**config.mk**
```make
export PLATFORM = sky130hd
export DESIGN_NAME = numeric_literal_scanner
export DESIGN_NICKNAME = d
export VERILOG_FILES = /design/src/sv/nls_pkg.sv /design/src/sv/numeric_literal_scanner.sv
export SDC_FILE = /design/constraint.sdc
export NUM_CORES = 1
export LEC_CHECK = 0
export ABC_AREA = 1
export BUFFER_PORTS_ARGS = -buffer_cell sky130_fd_sc_hd__buf_2
export CAP_MARGIN = 20
export CORE_MARGIN = 2
export CORE_UTILIZATION = 30
export CTS_BUF_LIST = sky130_fd_sc_hd__clkbuf_4 sky130_fd_sc_hd__clkbuf_8
export CTS_CLUSTER_DIAMETER = 40
export CTS_CLUSTER_SIZE = 30
export DETAILED_ROUTE_END_ITERATION = 10
export HOLD_SLACK_MARGIN = 0.12
export PLACE_DENSITY = 0.51
export SKIP_LAST_GASP = 1
export SYNTH_ARGS = -nofsm -noshare
export SYNTH_HDL_FRONTEND = slang
export SYNTH_SLANG_ARGS = --single-unit
export TNS_END_PERCENT = 20
```
**constraint.sdc**
```tcl
create_clock -name clk -period 10.05 [get_ports clk]
set_input_delay 1.5075 -clock clk [delete_from_list [all_inputs] [get_ports clk]]
set_output_delay 1.5075 -clock clk [all_outputs]
set_load 0.01 [all_outputs]
```
**src/sv/nls_pkg.sv**
```systemverilog
// Package for the numeric literal scanner: beat structs, status codes,
// kind bits, register map and value range. No dependencies.
package nls_pkg;

    // Width of the running magnitude; the signed value range is VALUE_WIDTH bits
    localparam int VALUE_WIDTH = 64;

    // Fixed width of the delivered integer value
    localparam int INT_W = 64;

    // APB register port
    localparam int APB_ADDR_W = 3;
    localparam int APB_DATA_W = 32;
    localparam logic [0:0] REG_ACCEPTED_KINDS = 1'b0;

    // Kind bits of accepted_kinds, kinds_left and kind_read
    localparam int KIND_FLOAT_BIT = 0;
    localparam int KIND_INT_BIT = 1;
    localparam logic [1:0] KIND_FLOAT = 2'b01;
    localparam logic [1:0] KIND_INT = 2'b10;
    localparam logic [1:0] KIND_BOTH = 2'b11;
    localparam logic [1:0] KIND_NONE = 2'b00;

    // Largest magnitude a negative literal may reach: 2^(VALUE_WIDTH-1)
    localparam logic [VALUE_WIDTH-1:0] MAG_LIMIT = {1'b1, {(VALUE_WIDTH-1){1'b0}}};

    // Token end status
    typedef enum logic [2:0] {
        ST_INT_OK      = 3'd0,
        ST_FLOAT_OK    = 3'd1,
        ST_KIND        = 3'd2,
        ST_NO_MANTISSA = 3'd3,
        ST_MALFORMED   = 3'd4,
        ST_RANGE       = 3'd5
    } status_t;

    // Input beat: one peeked character or end of stream
    typedef struct packed {
        logic [7:0] ch;
        logic       at_end;
    } char_beat_t;

    // Result beat: one per input beat
    typedef struct packed {
        logic                    consumed;
        logic                    done_res;
        status_t                 status;
        logic signed [INT_W-1:0] int_value;
    } res_beat_t;

endpackage

```
**src/sv/numeric_literal_scanner.sv**
```systemverilog
// Numeric literal scanner top level: character decode, token state and
// result register, plus the APB configuration register. Uses nls_pkg.
//
// The scanner answers each character beat with one result beat in the next
// cycle and sustains one character per cycle unless res_ready stalls. The
// figure is set by the token state update (flags plus one multiply by the
// radix, done as shifts and adds, and a compare against 2^(VALUE_WIDTH-1)),
// which completes in the cycle the character is accepted and lands in the
// result register. char_ready is high whenever the result register is empty
// or being drained the same cycle. A result with done_res set does not
// consume its character: the source presents it again as the first
// character of the next token. Write accepted_kinds only while idle; the
// new value applies from the next token.
module numeric_literal_scanner (
    input  logic                           clk,
    input  logic                           rst_n,
    // APB configuration port
    input  logic                           psel,
    input  logic                           penable,
    input  logic                           pwrite,
    input  logic [nls_pkg::APB_ADDR_W-1:0] paddr,
    input  logic [nls_pkg::APB_DATA_W-1:0] pwdata,
    output logic [nls_pkg::APB_DATA_W-1:0] prdata,
    output logic                           pready,
    // character channel
    input  logic                           char_valid,
    output logic                           char_ready,
    input  nls_pkg::char_beat_t            char_beat,
    // result channel
    output logic                           res_valid,
    input  logic                           res_ready,
    output nls_pkg::res_beat_t             res_beat
);
    import nls_pkg::*;

    typedef enum logic [1:0] {
        RADIX_DEC = 2'd0,
        RADIX_BIN = 2'd1,
        RADIX_OCT = 2'd2,
        RADIX_HEX = 2'd3
    } radix_t;

    localparam int PROD_W = VALUE_WIDTH + 5;

    localparam logic [7:0] CH_DOT   = 8'h2E;
    localparam logic [7:0] CH_PLUS  = 8'h2B;
    localparam logic [7:0] CH_MINUS = 8'h2D;
    localparam logic [7:0] CH_ZERO  = 8'h30;
    localparam logic [7:0] CH_NINE  = 8'h39;
    localparam logic [7:0] CH_UC_A  = 8'h41;
    localparam logic [7:0] CH_UC_B  = 8'h42;
    localparam logic [7:0] CH_UC_E  = 8'h45;
    localparam logic [7:0] CH_UC_F  = 8'h46;
    localparam logic [7:0] CH_UC_O  = 8'h4F;
    localparam logic [7:0] CH_UC_P  = 8'h50;
    localparam logic [7:0] CH_UC_X  = 8'h58;
    localparam logic [7:0] CH_LC_A  = 8'h61;
    localparam logic [7:0] CH_LC_B  = 8'h62;
    localparam logic [7:0] CH_LC_E  = 8'h65;
    localparam logic [7:0] CH_LC_F  = 8'h66;
    localparam logic [7:0] CH_LC_O  = 8'h6F;
    localparam logic [7:0] CH_LC_P  = 8'h70;
    localparam logic [7:0] CH_LC_X  = 8'h78;

    // configuration
    logic [1:0] accepted_kinds_reg;
    logic       cfg_write;

    // token state
    logic                   seen_mantissa_reg, seen_mantissa_next;
    logic                   seen_exponent_reg, seen_exponent_next;
    logic                   seen_sign_reg, seen_sign_next;
    logic                   seen_point_reg, seen_point_next;
    logic                   exp_digit_seen_reg, exp_digit_seen_next;
    logic [1:0]             kinds_left_reg, kinds_left_next;
    logic [1:0]             kind_read_reg, kind_read_next;
    radix_t                 radix_reg, radix_next;
    logic [1:0]             text_length_reg, text_length_next;
    logic                   leads_with_sign_reg, leads_with_sign_next;
    logic                   negative_reg, negative_next;
    logic                   last_was_zero_reg, last_was_zero_next;
    logic                   last_was_exp_reg, last_was_exp_next;
    logic [VALUE_WIDTH-1:0] magnitude_reg, magnitude_next;
    logic                   overflow_reg, overflow_next;

    // result register
    logic      res_valid_reg, res_valid_next;
    res_beat_t res_beat_reg, res_beat_next;

    // step decode
    logic              accept;
    logic [7:0]        ch;
    logic              is_dec, is_hex_letter, is_sign;
    logic [3:0]        dig;
    logic              prefix_ok;
    logic              take, keep, take_dig, finish;
    logic [7:0]        kept_ch;
    logic [PROD_W-1:0] mag_ext, scaled, cand;
    logic              digit_fits;
    logic [1:0]        kinds;
    status_t           fin_status;
    logic [INT_W-1:0]  fin_value;

    // APB register: always ready, one register at index zero
    assign pready    = 1'b1;
    assign cfg_write = psel && penable && pwrite;

    always_comb
    begin
        prdata = '0;
        if (paddr[APB_ADDR_W-1:2] == REG_ACCEPTED_KINDS)
        begin
            prdata = {{(APB_DATA_W-2){1'b0}}, accepted_kinds_reg};
        end
    end

    always_ff @(posedge clk or negedge rst_n)
    begin
        if (!rst_n)
        begin
            accepted_kinds_reg <= KIND_BOTH;
        end
        else if (cfg_write && (paddr[APB_ADDR_W-1:2] == REG_ACCEPTED_KINDS))
        begin
            accepted_kinds_reg <= pwdata[1:0];
        end
    end

    // handshake: the result register decouples the two sides
    assign char_ready = !res_valid_reg || res_ready;
    assign accept     = char_valid && char_ready;
    assign res_valid  = res_valid_reg;
    assign res_beat   = res_beat_reg;

    // character classes
    assign ch            = char_beat.ch;
    assign is_dec        = (ch >= CH_ZERO) && (ch <= CH_NINE);
    assign is_hex_letter = ((ch >= CH_LC_A) && (ch <= CH_LC_F)) ||
                           ((ch >= CH_UC_A) && (ch <= CH_UC_F));
    assign is_sign       = (ch == CH_PLUS) || (ch == CH_MINUS);
    assign dig           = is_dec ? ch[3:0] : 4'(ch[3:0] + 4'd9);

    // prefix letter allowed only right after a leading zero
    assign prefix_ok = (radix_reg == RADIX_DEC) && last_was_zero_reg &&
                       ((text_length_reg == 2'd1) ||
                        ((text_length_reg == 2'd2) && leads_with_sign_reg));

    // magnitude * radix + digit, as shifts and adds
    assign mag_ext = PROD_W'(magnitude_reg);

    always_comb
    begin
        case (radix_reg)
            RADIX_DEC: scaled = (mag_ext << 3) + (mag_ext << 1);
            RADIX_BIN: scaled = mag_ext << 1;
            RADIX_OCT: scaled = mag_ext << 3;
            RADIX_HEX: scaled = mag_ext << 4;
            default:   scaled = '0;
        endcase
    end

    assign cand = scaled + PROD_W'(dig);

    always_comb
    begin
        case (radix_reg)
            RADIX_BIN: digit_fits = (dig < 4'd2);
            RADIX_OCT: digit_fits = (dig < 4'd8);
            default:   digit_fits = 1'b1;
        endcase
    end

    // token end status from the state before this beat
    assign kinds = kind_read_reg & kinds_left_reg;

    always_comb
    begin
        fin_value = '0;
        if (kinds == KIND_NONE)
        begin
            fin_status = ST_KIND;
        end
        else if (!seen_mantissa_reg)
        begin
            fin_status = ST_NO_MANTISSA;
        end
        else if (seen_exponent_reg && !exp_digit_seen_reg)
        begin
            fin_status = ST_MALFORMED;
        end
        else if (!kinds[KIND_INT_BIT])
        begin
            fin_status = ST_FLOAT_OK;
        end
        else if (overflow_reg || (!negative_reg && magnitude_reg[VALUE_WIDTH-1]))
        begin
            fin_status = ST_RANGE;
        end
        else
        begin
            fin_status = ST_INT_OK;
            fin_value  = negative_reg ? INT_W'(0) - INT_W'(magnitude_reg)
                                      : INT_W'(magnitude_reg);
        end
    end

    // next token state and result beat
    always_comb
    begin
        seen_mantissa_next   = seen_mantissa_reg;
        seen_exponent_next   = seen_exponent_reg;
        seen_sign_next       = seen_sign_reg;
        seen_point_next      = seen_point_reg;
        exp_digit_seen_next  = exp_digit_seen_reg;
        kinds_left_next      = kinds_left_reg;
        kind_read_next       = kind_read_reg;
        radix_next           = radix_reg;
        text_length_next     = text_length_reg;
        leads_with_sign_next = leads_with_sign_reg;
        negative_next        = negative_reg;
        last_was_zero_next   = last_was_zero_reg;
        last_was_exp_next    = last_was_exp_reg;
        magnitude_next       = magnitude_reg;
        overflow_next        = overflow_reg;
        take                 = 1'b0;
        keep                 = 1'b0;
        take_dig             = 1'b0;
        kept_ch              = ch;

        // classify the character
        if (!char_beat.at_end)
        begin
            if (ch == CH_DOT)
            begin
                if (!seen_point_reg && !seen_exponent_reg && kinds_left_reg[KIND_FLOAT_BIT])
                begin
                    keep            = 1'b1;
                    seen_point_next = 1'b1;
                    kind_read_next  = KIND_FLOAT;
                    take            = 1'b1;
                end
            end
            else if (is_sign)
            begin
                if ((text_length_reg == 2'd0) ||
                    (kinds_left_reg[KIND_FLOAT_BIT] && seen_exponent_reg && last_was_exp_reg))
                begin
                    if (text_length_reg == 2'd0)
                    begin
                        negative_next = (ch == CH_MINUS);
                    end
                    keep           = 1'b1;
                    seen_sign_next = 1'b1;
                    take           = 1'b1;
                end
            end
            else if ((ch == CH_LC_X) || (ch == CH_UC_X))
            begin
                if (prefix_ok)
                begin
                    keep               = 1'b1;
                    kept_ch            = CH_LC_X;
                    seen_mantissa_next = 1'b0;
                    radix_next         = RADIX_HEX;
                    take               = 1'b1;
                end
            end
            else if ((ch == CH_LC_O) || (ch == CH_UC_O))
            begin
                if (kinds_left_reg[KIND_INT_BIT] && prefix_ok)
                begin
                    seen_mantissa_next = 1'b0;
                    radix_next         = RADIX_OCT;
                    kind_read_next     = KIND_INT;
                    kinds_left_next    = kinds_left_reg & KIND_INT;
                    take               = 1'b1;
                end
            end
            else if ((ch == CH_LC_P) || (ch == CH_UC_P))
            begin
                if (kinds_left_reg[KIND_FLOAT_BIT] && !seen_exponent_reg &&
                    (radix_reg == RADIX_HEX))
                begin
                    keep               = 1'b1;
                    kept_ch            = CH_LC_P;
                    seen_exponent_next = 1'b1;
                    kind_read_next     = KIND_FLOAT;
                    take               = 1'b1;
                end
            end
            else if (((ch == CH_LC_E) || (ch == CH_UC_E)) && (radix_reg != RADIX_HEX))
            begin
                if ((radix_reg == RADIX_DEC) && !seen_exponent_reg && seen_mantissa_reg &&
                    kinds_left_reg[KIND_FLOAT_BIT])
                begin
                    keep               = 1'b1;
                    kept_ch            = CH_LC_E;
                    seen_exponent_next = 1'b1;
                    kind_read_next     = KIND_FLOAT;
                    take               = 1'b1;
                end
            end
            else if (((ch == CH_LC_B) || (ch == CH_UC_B)) && kinds_left_reg[KIND_INT_BIT] &&
                     prefix_ok)
            begin
                seen_mantissa_next = 1'b0;
                radix_next         = RADIX_BIN;
                kind_read_next     = KIND_INT;
                kinds_left_next    = kinds_left_reg & KIND_INT;
                take               = 1'b1;
            end
            else if (is_dec)
            begin
                if (digit_fits)
                begin
                    take_dig = 1'b1;
                end
            end
            else if (is_hex_letter)
            begin
                if ((radix_reg == RADIX_HEX) && !seen_exponent_reg)
                begin
                    take_dig = 1'b1;
                end
            end
        end

        // digit: exponent digit or mantissa accumulate
        if (take_dig)
        begin
            keep = 1'b1;
            take = 1'b1;
            if (seen_exponent_reg)
            begin
                exp_digit_seen_next = 1'b1;
            end
            else
            begin
                seen_mantissa_next = 1'b1;
                if (!seen_point_reg && !overflow_reg)
                begin
                    if (cand > PROD_W'(MAG_LIMIT))
                    begin
                        overflow_next = 1'b1;
                    end
                    else
                    begin
                        magnitude_next = cand[VALUE_WIDTH-1:0];
                    end
                end
            end
        end

        // bookkeeping for a kept character
        if (keep)
        begin
            if (text_length_reg == 2'd0)
            begin
                leads_with_sign_next = (kept_ch == CH_PLUS) || (kept_ch == CH_MINUS);
            end
            if (text_length_reg != 2'd3)
            begin
                text_length_next = 2'(text_length_reg + 2'd1);
            end
            last_was_zero_next = (kept_ch == CH_ZERO);
            last_was_exp_next  = (kept_ch == CH_LC_E) || (kept_ch == CH_LC_P);
        end

        // token end: report and start a fresh token
        finish = !take;
        if (finish)
        begin
            seen_mantissa_next   = 1'b0;
            seen_exponent_next   = 1'b0;
            seen_sign_next       = 1'b0;
            seen_point_next      = 1'b0;
            exp_digit_seen_next  = 1'b0;
            kinds_left_next      = accepted_kinds_reg;
            kind_read_next       = KIND_BOTH;
            radix_next           = RADIX_DEC;
            text_length_next     = 2'd0;
            leads_with_sign_next = 1'b0;
            negative_next        = 1'b0;
            last_was_zero_next   = 1'b0;
            last_was_exp_next    = 1'b0;
            magnitude_next       = '0;
            overflow_next        = 1'b0;
        end

        res_beat_next.consumed  = take;
        res_beat_next.done_res  = finish;
        res_beat_next.status    = finish ? fin_status : ST_INT_OK;
        res_beat_next.int_value = finish ? fin_value : '0;
    end

    // result valid: set on accept, cleared when taken
    always_comb
    begin
        res_valid_next = res_valid_reg;
        if (accept)
        begin
            res_valid_next = 1'b1;
        end
        else if (res_ready)
        begin
            res_valid_next = 1'b0;
        end
    end

    // token state and valid flag
    always_ff @(posedge clk or negedge rst_n)
    begin
        if (!rst_n)
        begin
            seen_mantissa_reg   <= 1'b0;
            seen_exponent_reg   <= 1'b0;
            seen_sign_reg       <= 1'b0;
            seen_point_reg      <= 1'b0;
            exp_digit_seen_reg  <= 1'b0;
            kinds_left_reg      <= KIND_BOTH;
            kind_read_reg       <= KIND_BOTH;
            radix_reg           <= RADIX_DEC;
            text_length_reg     <= 2'd0;
            leads_with_sign_reg <= 1'b0;
            negative_reg        <= 1'b0;
            last_was_zero_reg   <= 1'b0;
            last_was_exp_reg    <= 1'b0;
            magnitude_reg       <= '0;
            overflow_reg        <= 1'b0;
            res_valid_reg       <= 1'b0;
        end
        else
        begin
            res_valid_reg <= res_valid_next;
            if (accept)
            begin
                seen_mantissa_reg   <= seen_mantissa_next;
                seen_exponent_reg   <= seen_exponent_next;
                seen_sign_reg       <= seen_sign_next;
                seen_point_reg      <= seen_point_next;
                exp_digit_seen_reg  <= exp_digit_seen_next;
                kinds_left_reg      <= kinds_left_next;
                kind_read_reg       <= kind_read_next;
                radix_reg           <= radix_next;
                text_length_reg     <= text_length_next;
                leads_with_sign_reg <= leads_with_sign_next;
                negative_reg        <= negative_next;
                last_was_zero_reg   <= last_was_zero_next;
                last_was_exp_reg    <= last_was_exp_next;
                magnitude_reg       <= magnitude_next;
                overflow_reg        <= overflow_next;
            end
        end
    end

    // result payload
    always_ff @(posedge clk)
    begin
        if (accept)
        begin
            res_beat_reg <= res_beat_next;
        end
    end

endmodule

```
==> results of run 1 <==
==> layout make-up <==
class | count | area, um2 | area share
tap | 846 | 1060 | 0.0513
multi-input combinational | 2424 | 12100 | 0.587
inverter | 610 | 2290 | 0.111
clock inverter | 12 | 115 | 0.00558
antenna | 1 | 2.50 | 0.000121
clock buffer | 20 | 269 | 0.0130
sequential | 153 | 4180 | 0.203
timing repair buffer | 109 | 593 | 0.0287
==> metrics by stage <==
| step | setup slack (ns) | hold WS (ns) |
|---|---|---|
| final | 3.13 | 0.477 |
| after global routing | 2.73 | 0.497 |
| after CTS | 3.26 | 0.481 |
| after detailed placement | 2.61 | 0.467 |
| after global placement | 2.62 | 0.467 |
| after floorplan | 4.56 | 0.455 |
==> cell usage in the layout (no fill, tap or decap), types with 4 or more instances in the layout <==
cell type	netlist	final
a21oi_1	132	132
a31oi_1	8	8
buf_2	28	90
buf_4	37	19
clkbuf_8	0	19
clkinv_1	8	9
clkinvlp_4	0	5
conb_1	2	31
dfrtp_1	78	78
dfstp_2	6	6
edfxtp_1	69	69
ha_1	80	78
inv_1	595	594
inv_2	7	6
inv_6	0	4
nand2_1	1032	1032
nand2_2	9	9
nand3_1	227	227
nand3_2	43	43
nand3b_1	4	4
nand4_1	119	119
nor2_1	375	375
nor2_2	23	22
nor2_4	6	7
nor3_1	48	48
nor3_2	4	4
nor4_1	12	12
o211ai_1	6	6
o21a_1	4	4
o21ai_0	64	64
o21bai_1	8	8
o221ai_1	33	33
o22ai_1	29	29
or2_1	6	6
or2_2	15	15
xnor2_1	6	6
xor2_1	72	72
==> worst max-delay path: cells and delay by family <==
family          cells  cell delay (ns)
compound gates      3             0.67
xor+xnor            1             0.24
fa+ha+maj           3             0.83
buf+inv             4             0.97
simple gates       21             3.15
==> logic make-up after synthesis <==
group,count (synthesis),share of synthesized area
DFF,153,0.218
xor gates and xnor gates,78,0.0356
AOI/OAI and AO/OA,296,0.0901
and+or+nand+nor,1937,0.444
buffers and inverters,731,0.158
other,2,0.000391
adders and majority gates,82,0.0543
==> synthesized netlist by cell type, drive strengths merged <==
master   instances
nor3            52
dfstp            6
fa               2
inv            602
nor3b            3
a41oi            1
or2             22
a31o             1
a211oi           1
o21ai           67
and2             3
o2111ai          1
a31oi            8
nand3          272
nor4            13
o22ai           29
dfrtp           78
xor2            72
nor2           405
a311oi           1
nand2         1042
clkbuf          33
and3             1
nand3b           4
ha              80
or4              1
nand4          119
o211ai           6
conb             2
buf             88
o21a             4
a32oi            1
clkinv           8
edfxtp          69
a32o             1
a21oi          132
o221ai          33
xnor2            6
o21bai           8
o31ai            2
==> routing by layer <==
layer | vias up | global-route usage | part of all wire
li1 | 10406 | - | -
met4 | 2 | 0.0661 | 0.025
met1 | 9531 | 0.314 | 0.47
met2 | 623 | 0.362 | 0.45
met3 | 90 | 0.0280 | 0.055
met5 | - | 0 | 0.00015
==> power breakdown <==
part / internal (mW) / switching, mW / total [mW]
sequential: 0.678 / 0.00770 / 0.685
combinational: 0.0471 / 0.150 / 0.197
clock: 0.213 / 0.287 / 0.500
==> path summary, 6_finish.rpt <==
kind,from,end,slack [ns],depth (start not counted)
setup / recovery,char_beat[1],magnitude_reg[39],3.13,32
setup reg to reg,radix_reg[0],magnitude_reg[39],3.80,33
hold reg to reg,kind_read_reg[1],kind_read_reg[1],0.48,2
hold / removal,kind_read_reg[1],kind_read_reg[1],0.48,2
max in group asynchronous,rst_n,magnitude_reg[20],7.93,2
min in group asynchronous,rst_n,magnitude_reg[55],0.90,1
==> impl_metrics.env, run 1 <==
export IMPL_grt_pass1_wl_um=114000
export IMPL_grt_util_all_layers=0.225
export IMPL_fin_cells=4175
export IMPL_crit_path_end_kind="register"
export IMPL_power_total_mw=1.38
export IMPL_area_growth_pct=7.53
export IMPL_wl_per_cell_um=17.9
export IMPL_dpl_cell_count=4142
export IMPL_drcViolationCount=0
export IMPL_cp_arrival_ns=7.44
export IMPL_drv_slew=0
export IMPL_critical_path_class="in2reg"
export IMPL_overflow=0
export IMPL_clock_fmax_mhz=145
export IMPL_final_net_count=3448
export IMPL_critPathRequiredTime_ns=10.57
export IMPL_place_area_um2=20200
export IMPL_synth_seq_cells=153
export IMPL_place_gp_congestion=1.03
export IMPL_clock_latency_ns=0.58
export IMPL_clk_path_buf_depth=2
export IMPL_hold_viol=0
export IMPL_grt_max_degree=72
export IMPL_core_area_um2=63200
export IMPL_synth_top_area_share=0.202
export IMPL_vias=20652
export IMPL_crit_top_cell="nand2_1"
export IMPL_synth_cells=3279
export IMPL_rsz0062_at_grt="no"
export IMPL_setup_viol=0
export IMPL_ios=155
export IMPL_startpoint_type="input pin"
export IMPL_dp_hpwl_um=58700
export IMPL_fp_dieArea_um2=66000
export IMPL_p_per_area_nw_per_um2=67.0
export IMPL_cp_slowest_cell="buf_4"
export IMPL_die_y_um=257
export IMPL_seq_area_frac_synth=0.218
export IMPL_p_leak_nw=10.7
export IMPL_start_util=0.304
export IMPL_yosys_warnings=0
export IMPL_cts_buffers=17
export IMPL_setup_tns_ns=0
export IMPL_ir_worst_vdd_uv=105
export IMPL_detail_route_vias_per_cell=4.95
export IMPL_routed_wl_um=74700
export IMPL_clkTransAtPathRegs_ns=0.11
export IMPL_max_slew_margin=0.245
export IMPL_hold_path_class="reg2reg"
export IMPL_drive_gt1_frac=0.0787
export IMPL_chipWidth_um=257
export IMPL_outcome="completed"
export IMPL_cts_resized_gates=0
export IMPL_post_route_period_util=0.688
export IMPL_holdBufCountCts=0
export IMPL_clockRootBuffer="clkbuf_8"
export IMPL_final_util=0.326
export IMPL_finalInstanceArea_um2=20600
export IMPL_grt_pass1_vias=19052
export IMPL_drtPass1Iterations=7
export IMPL_cts_sinks=153
export IMPL_htree_levels=4
export IMPL_dr_first_iter_drc_count=1759
export IMPL_synthTopCellsByArea="nand2_1 20%, inv_1 12%, edfxtp_1 11%"
export IMPL_avgSynthCellArea_um2=5.85
export IMPL_synthDistinctLibCells=58
export IMPL_crit_fanout=65
export IMPL_io_buffers=91
export IMPL_largest_register_ffs=69
export IMPL_yosysTopAreaCell="nand2_1"
export IMPL_fill_cells=7281
export IMPL_maxCapViolations=0
export IMPL_cts_tree="yes"
export IMPL_finalCriticalPeriod_ns=6.92
export IMPL_grt_antenna_before_repair=2
export IMPL_postCtsSetupBuffers=0
export IMPL_cpPeakStageDelay_ns=0.58
export IMPL_fin_skew_ns=0.0284
export IMPL_tightestPinTransition_ns=1.13
export IMPL_drtAntennaViolNets=0
export IMPL_rows=92
export IMPL_syn_area_um2=19200
Power figures use the tool's default switching activity.
==> inputs of run 2 (changes only) <==
Clock period 10.05 ns to 6.6 ns, I/O delays scaled along.
==> run 2 against run 1 <==
Against the previous run:
- clock power grew 57%
- count of clock-buffer cells in the layout shrank 3
- via count shrank 0.31%
- cell count is essentially flat
- combinational power grew 54%
- first-iteration DRC count shrank 2.7%
- design area grew 0.38%
- critical path type unchanged
==> impl_metrics.env, run 2 (synthesized netlist as in run 1, its figures left out) <==
export IMPL_maxCapViolations=0
export IMPL_r2r_start="magnitude_reg[10]"
export IMPL_r2r_end="magnitude_reg[57]"
export IMPL_cp_slowest_cell="fa_1"
export IMPL_final_util=0.328
export IMPL_grt_pass1_wl_um=114000
export IMPL_routed_wl_um=74400
export IMPL_io_buffers=91
export IMPL_setup_slack_ns=0.863
export IMPL_p_leak_nw=10.7
export IMPL_cpPeakStageDelay_ns=0.39
export IMPL_outcome="completed"
export IMPL_worstSetupEndpoint="magnitude_reg[57]"
export IMPL_critical_path_class="in2reg"
export IMPL_whs_ns=0.361
export IMPL_largest_register_ffs=69
export IMPL_wl_per_cell_um=17.8
export IMPL_ios=155
export IMPL_final_common_cell="nand2_1"
export IMPL_startpoint_type="input pin"
export IMPL_grtUsageMet1=0.315
export IMPL_vias=20589
export IMPL_crit_top_cell="nand2_1"
export IMPL_fin_skew_ns=0.0260
export IMPL_drtAntennaViolNets=0
export IMPL_setup_viol=0
export IMPL_clockRootBuffer="clkbuf_8"
export IMPL_area_growth_pct=7.94
export IMPL_critPathRequiredTime_ns=7.06
export IMPL_postCtsSetupBuffers=0
export IMPL_start_util=0.304
export IMPL_power_total_mw=2.14
export IMPL_max_slew_margin=0.338
export IMPL_finalInstanceArea_um2=20700
export IMPL_cts_resized_gates=0
export IMPL_drtPass1Iterations=5
export IMPL_drive_gt1_frac=0.0795
export IMPL_cts_sinks=153
export IMPL_fin_cells=4179
export IMPL_place_gp_congestion=0.970
export IMPL_hold_viol=0
export IMPL_core_area_um2=63200
export IMPL_place_area_um2=20300
export IMPL_rows=92
export IMPL_mostFrequentLayoutCells="1032 x nand2_1, 594 x inv_1, 375 x nor2_1"
export IMPL_tightestPinTransition_ns=0.992
export IMPL_reg2regPathDepth=25
export IMPL_hold_path_class="in2async"
export IMPL_rsz0062_at_grt="no"
export IMPL_crit_fanout=19
export IMPL_htree_levels=4
export IMPL_final_net_count=3452
export IMPL_grt_pass1_vias=19297
export IMPL_grt_antenna_before_repair=1
export IMPL_cp_startpoint="char_beat[1]"
export IMPL_cp_arrival_ns=6.19
export IMPL_dp_hpwl_um=58800
export IMPL_cts_tree="yes"
export IMPL_fp_dieArea_um2=66000
export IMPL_busiest_layer="met2"
export IMPL_pre_cts_ws_ns=0.322
export IMPL_p_per_area_nw_per_um2=103
export IMPL_clkTransAtPathRegs_ns=0.12
export IMPL_holdBufCountCts=0
export IMPL_fill_cells=7171
export IMPL_setup_tns_ns=0
export IMPL_die_y_um=257
export IMPL_clock_fmax_mhz=174
export IMPL_cts_buffers=17
export IMPL_clk_path_buf_depth=2
export IMPL_grtUsageMet3=0.0287
export IMPL_detail_route_vias_per_cell=4.93
export IMPL_chipWidth_um=257
export IMPL_post_route_period_util=0.869
export IMPL_drv_slew=0
export IMPL_finalCriticalPeriod_ns=5.74
export IMPL_dpl_cell_count=4146
export IMPL_drcViolationCount=0
export IMPL_r2r_setup_slack_ns=1.30
export IMPL_dr_first_iter_drc_count=1712
export IMPL_overflow=0
export IMPL_ir_worst_vdd_uv=168
export IMPL_clock_latency_ns=0.58
export IMPL_crit_path_end_kind="register"
export IMPL_grt_util_all_layers=0.225
export IMPL_gr_usage_met2=0.356
export IMPL_grt_max_degree=77
## run 2: worst max-delay path: cells and delay by family
| kind | cells | cell delay (ns) |
|---|---|---|
| AOI/OAI and AO/OA | 3 | 0.64 |
| xor gates and xnor gates | 1 | 0.27 |
| adders and majority gates | 3 | 0.82 |
| buffers and inverters | 4 | 0.63 |
| and+or+nand+nor | 22 | 2.81 |
## run 2: routing by layer
layer	vias up	wire length, um	part of all wire
met5	-	0	0
met1	9486	35200	0.47
li1	10408	-	-
met3	97	4060	0.055
met2	598	33000	0.44
met4	0	2220	0.030
## run 2: how the worst min path moves through the flow
stage / end / from / cells past startpoint / slack (ns)
final: magnitude_reg[48] / rst_n / 1 / 0.36
after CTS: magnitude_reg[48] / rst_n / 1 / 0.32
after detailed placement: kind_read_reg[1] / kind_read_reg[1] / 2 / 0.47
after floorplan: kind_read_reg[1] / kind_read_reg[1] / 2 / 0.46
after global placement: kind_read_reg[1] / kind_read_reg[1] / 2 / 0.47
after global routing: magnitude_reg[51] / rst_n / 1 / 0.37
## run 2: where the power goes
group / internal, mW / leakage [nW] / switching, mW
Clock: 0.343 / 0.200 / 0.444
Combinational: 0.0762 / 8.68 / 0.227
Sequential: 1.03 / 1.83 / 0.0128
## run 2: layout make-up
type                    instances  area, um2  share of cell area
inverters                     610       2290               0.111
well taps                     846       1060              0.0511
clock buffers                  17        234              0.0113
multi-input cells            2424      12100               0.585
flip-flops and latches        153       4180               0.202
clock inverters                15        161             0.00779
repair buffers                113        661              0.0319
diodes                          1       2.50            0.000121
